### src/rtl/sik_isqrt.sv
// Pipelined integer square root, one result bit per stage, with side data.
module sik_isqrt #(
  parameter int IW = 64,
  parameter int SW = 1
) (
  input  logic            clk_i,
  input  logic            rst_ni,
  input  logic            en_i,
  input  logic            vld_i,
  input  logic [IW-1:0]   rad_i,
  input  logic [SW-1:0]   side_i,
  output logic            vld_o,
  output logic [IW/2-1:0] root_o,
  output logic            rem_nz_o,
  output logic [SW-1:0]   side_o
);
  localparam int N = IW / 2;
  localparam int RW = N + 3;

  logic          vld_q  [1:N];
  logic [IW-1:0] rad_q  [1:N];
  logic [N-1:0]  root_q [1:N];
  logic [RW-1:0] rem_q  [1:N];
  logic [SW-1:0] side_q [1:N];

  for (genvar k = 0; k < N; k++) begin : g_step
    logic          v_in;
    logic [IW-1:0] r_in;
    logic [N-1:0]  rt_in;
    logic [RW-1:0] rm_in;
    logic [SW-1:0] s_in;
    logic [RW-1:0] rm_sh;
    logic [RW-1:0] trial;
    logic          ge;

    if (k == 0) begin : g_head
      assign v_in  = vld_i;
      assign r_in  = rad_i;
      assign rt_in = '0;
      assign rm_in = '0;
      assign s_in  = side_i;
    end else begin : g_body
      assign v_in  = vld_q[k];
      assign r_in  = rad_q[k];
      assign rt_in = root_q[k];
      assign rm_in = rem_q[k];
      assign s_in  = side_q[k];
    end

    // bring down the next two radicand bits and try root*4+1
    assign rm_sh = {rm_in[RW-3:0], r_in[IW-1-2*k -: 2]};
    assign trial = {1'b0, rt_in, 2'b01};
    assign ge    = rm_sh >= trial;

    always_ff @(posedge clk_i or negedge rst_ni) begin
      if (!rst_ni) begin
        vld_q[k+1] <= 1'b0;
      end else if (en_i) begin
        vld_q[k+1] <= v_in;
      end
    end

    always_ff @(posedge clk_i) begin
      if (en_i) begin
        rad_q[k+1]  <= r_in;
        root_q[k+1] <= {rt_in[N-2:0], ge};
        rem_q[k+1]  <= ge ? rm_sh - trial : rm_sh;
        side_q[k+1] <= s_in;
      end
    end
  end

  assign vld_o    = vld_q[N];
  assign root_o   = root_q[N];
  assign rem_nz_o = |rem_q[N];
  assign side_o   = side_q[N];

endmodule

### config.mk
export PLATFORM = sky130hd
export DESIGN_NAME = sik_isqrt
export DESIGN_NICKNAME = d
export VERILOG_FILES = /design/src/rtl/sik_isqrt.sv
export SDC_FILE = /design/constraint.sdc
export NUM_CORES = 2
export LEC_CHECK = 0
export BUFFER_PORTS_ARGS = -buffer_cell sky130_fd_sc_hd__buf_4
export CAP_MARGIN = 10
export CORE_MARGIN = 2
export CORE_UTILIZATION = 64
export DETAILED_ROUTE_END_ITERATION = 10
export PLACE_DENSITY = 0.83
export RECOVER_POWER = 100
export SETUP_SLACK_MARGIN = 0.05
export SYNTH_ARGS = -nofsm -noshare
export SYNTH_HDL_FRONTEND = slang
export SYNTH_MEMORY_MAX_BITS = 65536
export SYNTH_SLANG_ARGS = --single-unit
### constraint.sdc
create_clock -name clk_i -period 10.8 [get_ports clk_i]
set_input_delay 2.16 -clock clk_i [delete_from_list [all_inputs] [get_ports clk_i]]
set_output_delay 2.16 -clock clk_i [all_outputs]
set_load 0.01 [all_outputs]
# After elaboration in Yosys (flattened, before gate mapping)
# Memories as Yosys holds them, arrays and structs flattened.
# Index checks and enable logic that the tools add are counted.
# W data, S select, Z words.
# totals
regBits,32
mem_bits_rw,4224
inputBits,69
output_inout_bits,35
elab_cells,135
n_memories,4
# mem_list
name,words,width,read_ports,rd_clocked_by_memory_dff,write_ports,line_no,text
rad_q,32,64,31,0,32,21,logic [IW-1:0] rad_q [1:N];
rem_q,32,35,32,0,32,23,logic [RW-1:0] rem_q [1:N];
root_q,32,32,32,0,32,22,logic [N-1:0] root_q [1:N];
side_q,32,1,32,0,32,24,logic [SW-1:0] side_q [1:N];
# classes
n_addsub,32
magnitude_cmp,32
muxes,34
reduce_logical,1
# ops
op,count
$mux W35,32
$ge A35 B34 Y1,31
$sub A35 B34 Y35,31
$reduce_or A35 Y1,1
$sub A2 B1 Y3 const B,1
$ge A2 B1 Y1 const B,1
$mux W1,2

# Logic depth before layout (Yosys ltp)
# An unclocked memory read counts as a cell.
# logic_depth
depth_word,3
mapped_depth,15
depth_no_buf,13

# Worst setup path before layout
# OpenSTA, ideal clock, no wires.
# synth_path
kind,register to register
startpoint,reg rem_q[1][490] (netlist name)
endpoint,reg rem_q[1][529] (netlist name)
setup_ns,0.270
arrival_time_ns,3.223
t_required_ns,10.530
setup_slack_ns,7.306
path_stages_with_launch,13
n_path_buf,2
period_less_slack_ns,3.494
path_cell_list,edfxtp_1 ha_1 o21ai_0 a211oi_1 a41o_1 a211o_1 a31oi_1 nor3_1 a31oi_1 o21ai_1 clkbuf_1 buf_1 a21oi_1

==> results.txt <==
Status -> complete, but fails checks
Violated checks -> max-capacitance violations, max-slew violations
FP Rows -> 158
CTS tree -> built
Ys async rst share -> 1.23%
RR Endpoint -> rem_q[0][378]
Area of the multi-input gates -> 38700 sq um
Fin crit period -> 7210 ps
Netlist Area Pre-Place -> 120000 sq um
R2R depth -> 10
Post-DRT Antenna Nets -> 0
Final Skew -> 69.1 ps
Cts-stage hold buffer count -> 0
Syn_nets -> 9904
Initial Utilization -> 64.5%
Chip height -> 437 microns
Seq cells post-synth -> 2593
Largest area contributor in the synthesized netlist -> edfxtp_1
Final setup viols -> 0
Drt pass-1 iters -> 8
Synthesis-to-finish area growth -> 10.1%
H-tree depth -> 5
Hold Path Depth -> 0
Mapped Avg Cell Area -> 12.9 sq um
PwrDens -> 220 nW/um^2
Root buf cell -> clkbuf_16
Pleak -> 50.7 nW
Endpoints failing hold -> 0
WP data required -> 11220 ps
Ports -> 104
Final Wtd Congestion -> 0.947
Vias in the first global route -> 72300
Post-synth top area share -> 64.1%
Max_cap viols -> 28
Critical path type -> in -> reg
Routed WL -> 247 mm
Rel. slew slack -> -218%
Maximum buffer depth of the clock tree -> 4
Vias -> 73500
CP arrival -> 7630 ps
Core outline area -> 186000 sq um
Unrepaired setup endpoints after global routing -> false
Yosys cell types -> 91
Largest cells by area after synthesis -> edfxtp_1, ha_1, xnor2_1
Critical path peak fanout -> 140
WHS Endpoint -> rad_q[0][416]
Drc violations -> 0
Vias per cell -> 6.03
Most numerous cell in the Yosys netlist -> edfxtp_1
Worst-Skew Late Latency -> 920 ps
Reg2Reg Launch Point -> rem_q[0][333]
Cells after Synth -> 9272
GRT Util Overall -> 25.6%
Pin count of the biggest net entering global routing -> 203
Total CTS buffers -> 278
Post-synth top cells -> edfxtp_1, inv_1, nand2_1, a21oi_1, nor2_1
Initial DRC count -> 7419
Post-DP HPWL -> 171 mm
Initial antenna violation count -> 2
R2r setup slk -> 3910 ps
Top FF cell, synth -> edfxtp_1
Fin Setup TNS -> 0 ps
Die ar. -> 191000 sq um
Number of fill cells -> 12200
Global-route wire length before repair -> 389 mm
Period Utilization, post-route -> 66.8%
Worst Setup End Kind -> flop
Final max-slew violation count -> 1884
Count of port buffers added during placement -> 103
Die X -> 437 microns
EDFF count, synth -> 2561
Diode count -> 0
Storage cell area -> 77700 sq um
Setup bufs post-CTS -> 0
GR Overflow Total -> 0
Cts repair resizes -> 0
Clock slew at reported path FFs -> 60 ps
HP Start -> rad_q[0][352]
Least-Margin Pin Slew -> 4770 ps
Class of the tightest hold or removal check -> reg -> reg
Drt wl/cell -> 20.3 microns
Sequential area share after synthesis -> 64.8%
Layout cell share with drive strength beyond 1 -> 6.12%
Syn. warnings -> 0
CTS sink cnt -> 2593
Total power -> 29.0 mW
Max IR drop VDD -> 0.000181 V
Startpoint types -> input pin
Max Clock Freq -> 0.139 GHz
# nets final -> 10200
[sequential cells by signal, indices dropped and copies added (netlist names)]
name / count
rad_q: 992
side_q: 32
rem_q: 1009
g_step.v_in: 31
vld_o: 1
root_q: 528
[worst max path at each step]
stage                        from             to  slack, ps  depth (start not counted)
finish                       en_i   root_q[3][8]       3590                          3
global route                 en_i   root_q[3][8]       3060                          3
detailed placement           en_i  root_q[7][55]       5970                          3
global placement             en_i  root_q[7][58]       6040                          3
floorplan           rem_q[1][490]  rem_q[1][529]       7310                         12
CTS                  root_q[3][0]  rem_q[0][487]       6080                         13
[power by group]
group | switching, mW | internal (mW) | total (mW)
Clock | 3.73 | 5.48 | 9.20
Sequential | 0.891 | 12.8 | 13.7
Combinational | 3.57 | 2.49 | 6.06
[final cells by class]
class	count	area share, %
Tap cell	2480	2.35
Clock buffer	333	5.51
Multi-Input combinational cell	5757	29.3
Sequential cell	2593	58.9
Inverter	752	2.14
Timing Repair Buffer	147	0.724
Clock inverter	135	1.09
[placed cells by master (no fill, tap or decap), drive strengths merged, types with 75 or more instances in the layout]
| master | synthesis | layout |
|---|---|---|
| a21o | 260 | 260 |
| nor3 | 198 | 198 |
| o21a | 98 | 98 |
| a21oi | 609 | 609 |
| nor2b | 83 | 83 |
| nand2 | 654 | 654 |
| xnor2 | 423 | 423 |
| ha | 563 | 563 |
| mux2 | 93 | 93 |
| or3 | 75 | 75 |
| nor4 | 129 | 129 |
| nor2 | 580 | 580 |
| o21ai | 514 | 514 |
| inv | 751 | 755 |
| nand4 | 98 | 98 |
| xor2 | 401 | 401 |
| nand2b | 98 | 98 |
| edfxtp | 2561 | 2561 |
| clkinv | 1 | 93 |
| clkbuf | 148 | 469 |
| nand3 | 139 | 139 |
[critical path, cell delays in order]
cell      delay, ps
buf_16          430
clkbuf_1       2480
clkbuf_1       2340
[cell families after synthesis]
family	after synthesis	synth area share, %
simple gates	2357	9.69
fa+ha+maj	563	5.87
xor+xnor	824	6.02
other cells	1	0.00313
compound gates	1911	9.77
buf+inv	922	2.90
flops	2593	64.8
mux	101	0.940
[per-stage QoR]
| stage | utilization [%] | cell area, sq um | cells | hold WS [ps] | setup WS (ps) |
|---|---|---|---|---|---|
| 6_report | 71.0 | 132000 | 12200 | 393 | 3590 |
| 5_1_grt | 71.0 | 132000 | 12200 | 393 | 3060 |
| 4_1_cts | 71.3 | 132000 | 12200 | 388 | 6080 |
| 3_5_place_dp | 66.6 | 124000 | 11700 | 405 | 5970 |
| 3_3_place_gp | 66.6 | 124000 | 11700 | 400 | 6040 |
| 2_1_floorplan | - | 120000 | 9272 | 400 | 7310 |
[routing by layer]
layer	global-route usage, %	vias to the layer above	wire length [microns]
met5	0	-	0
met4	10.2	0	9930
met3	3.38	621	13800
met2	43.4	2560	122000
met1	33.6	35600	101000
li1	-	34700	-
(Power assumes the default switching activity.)
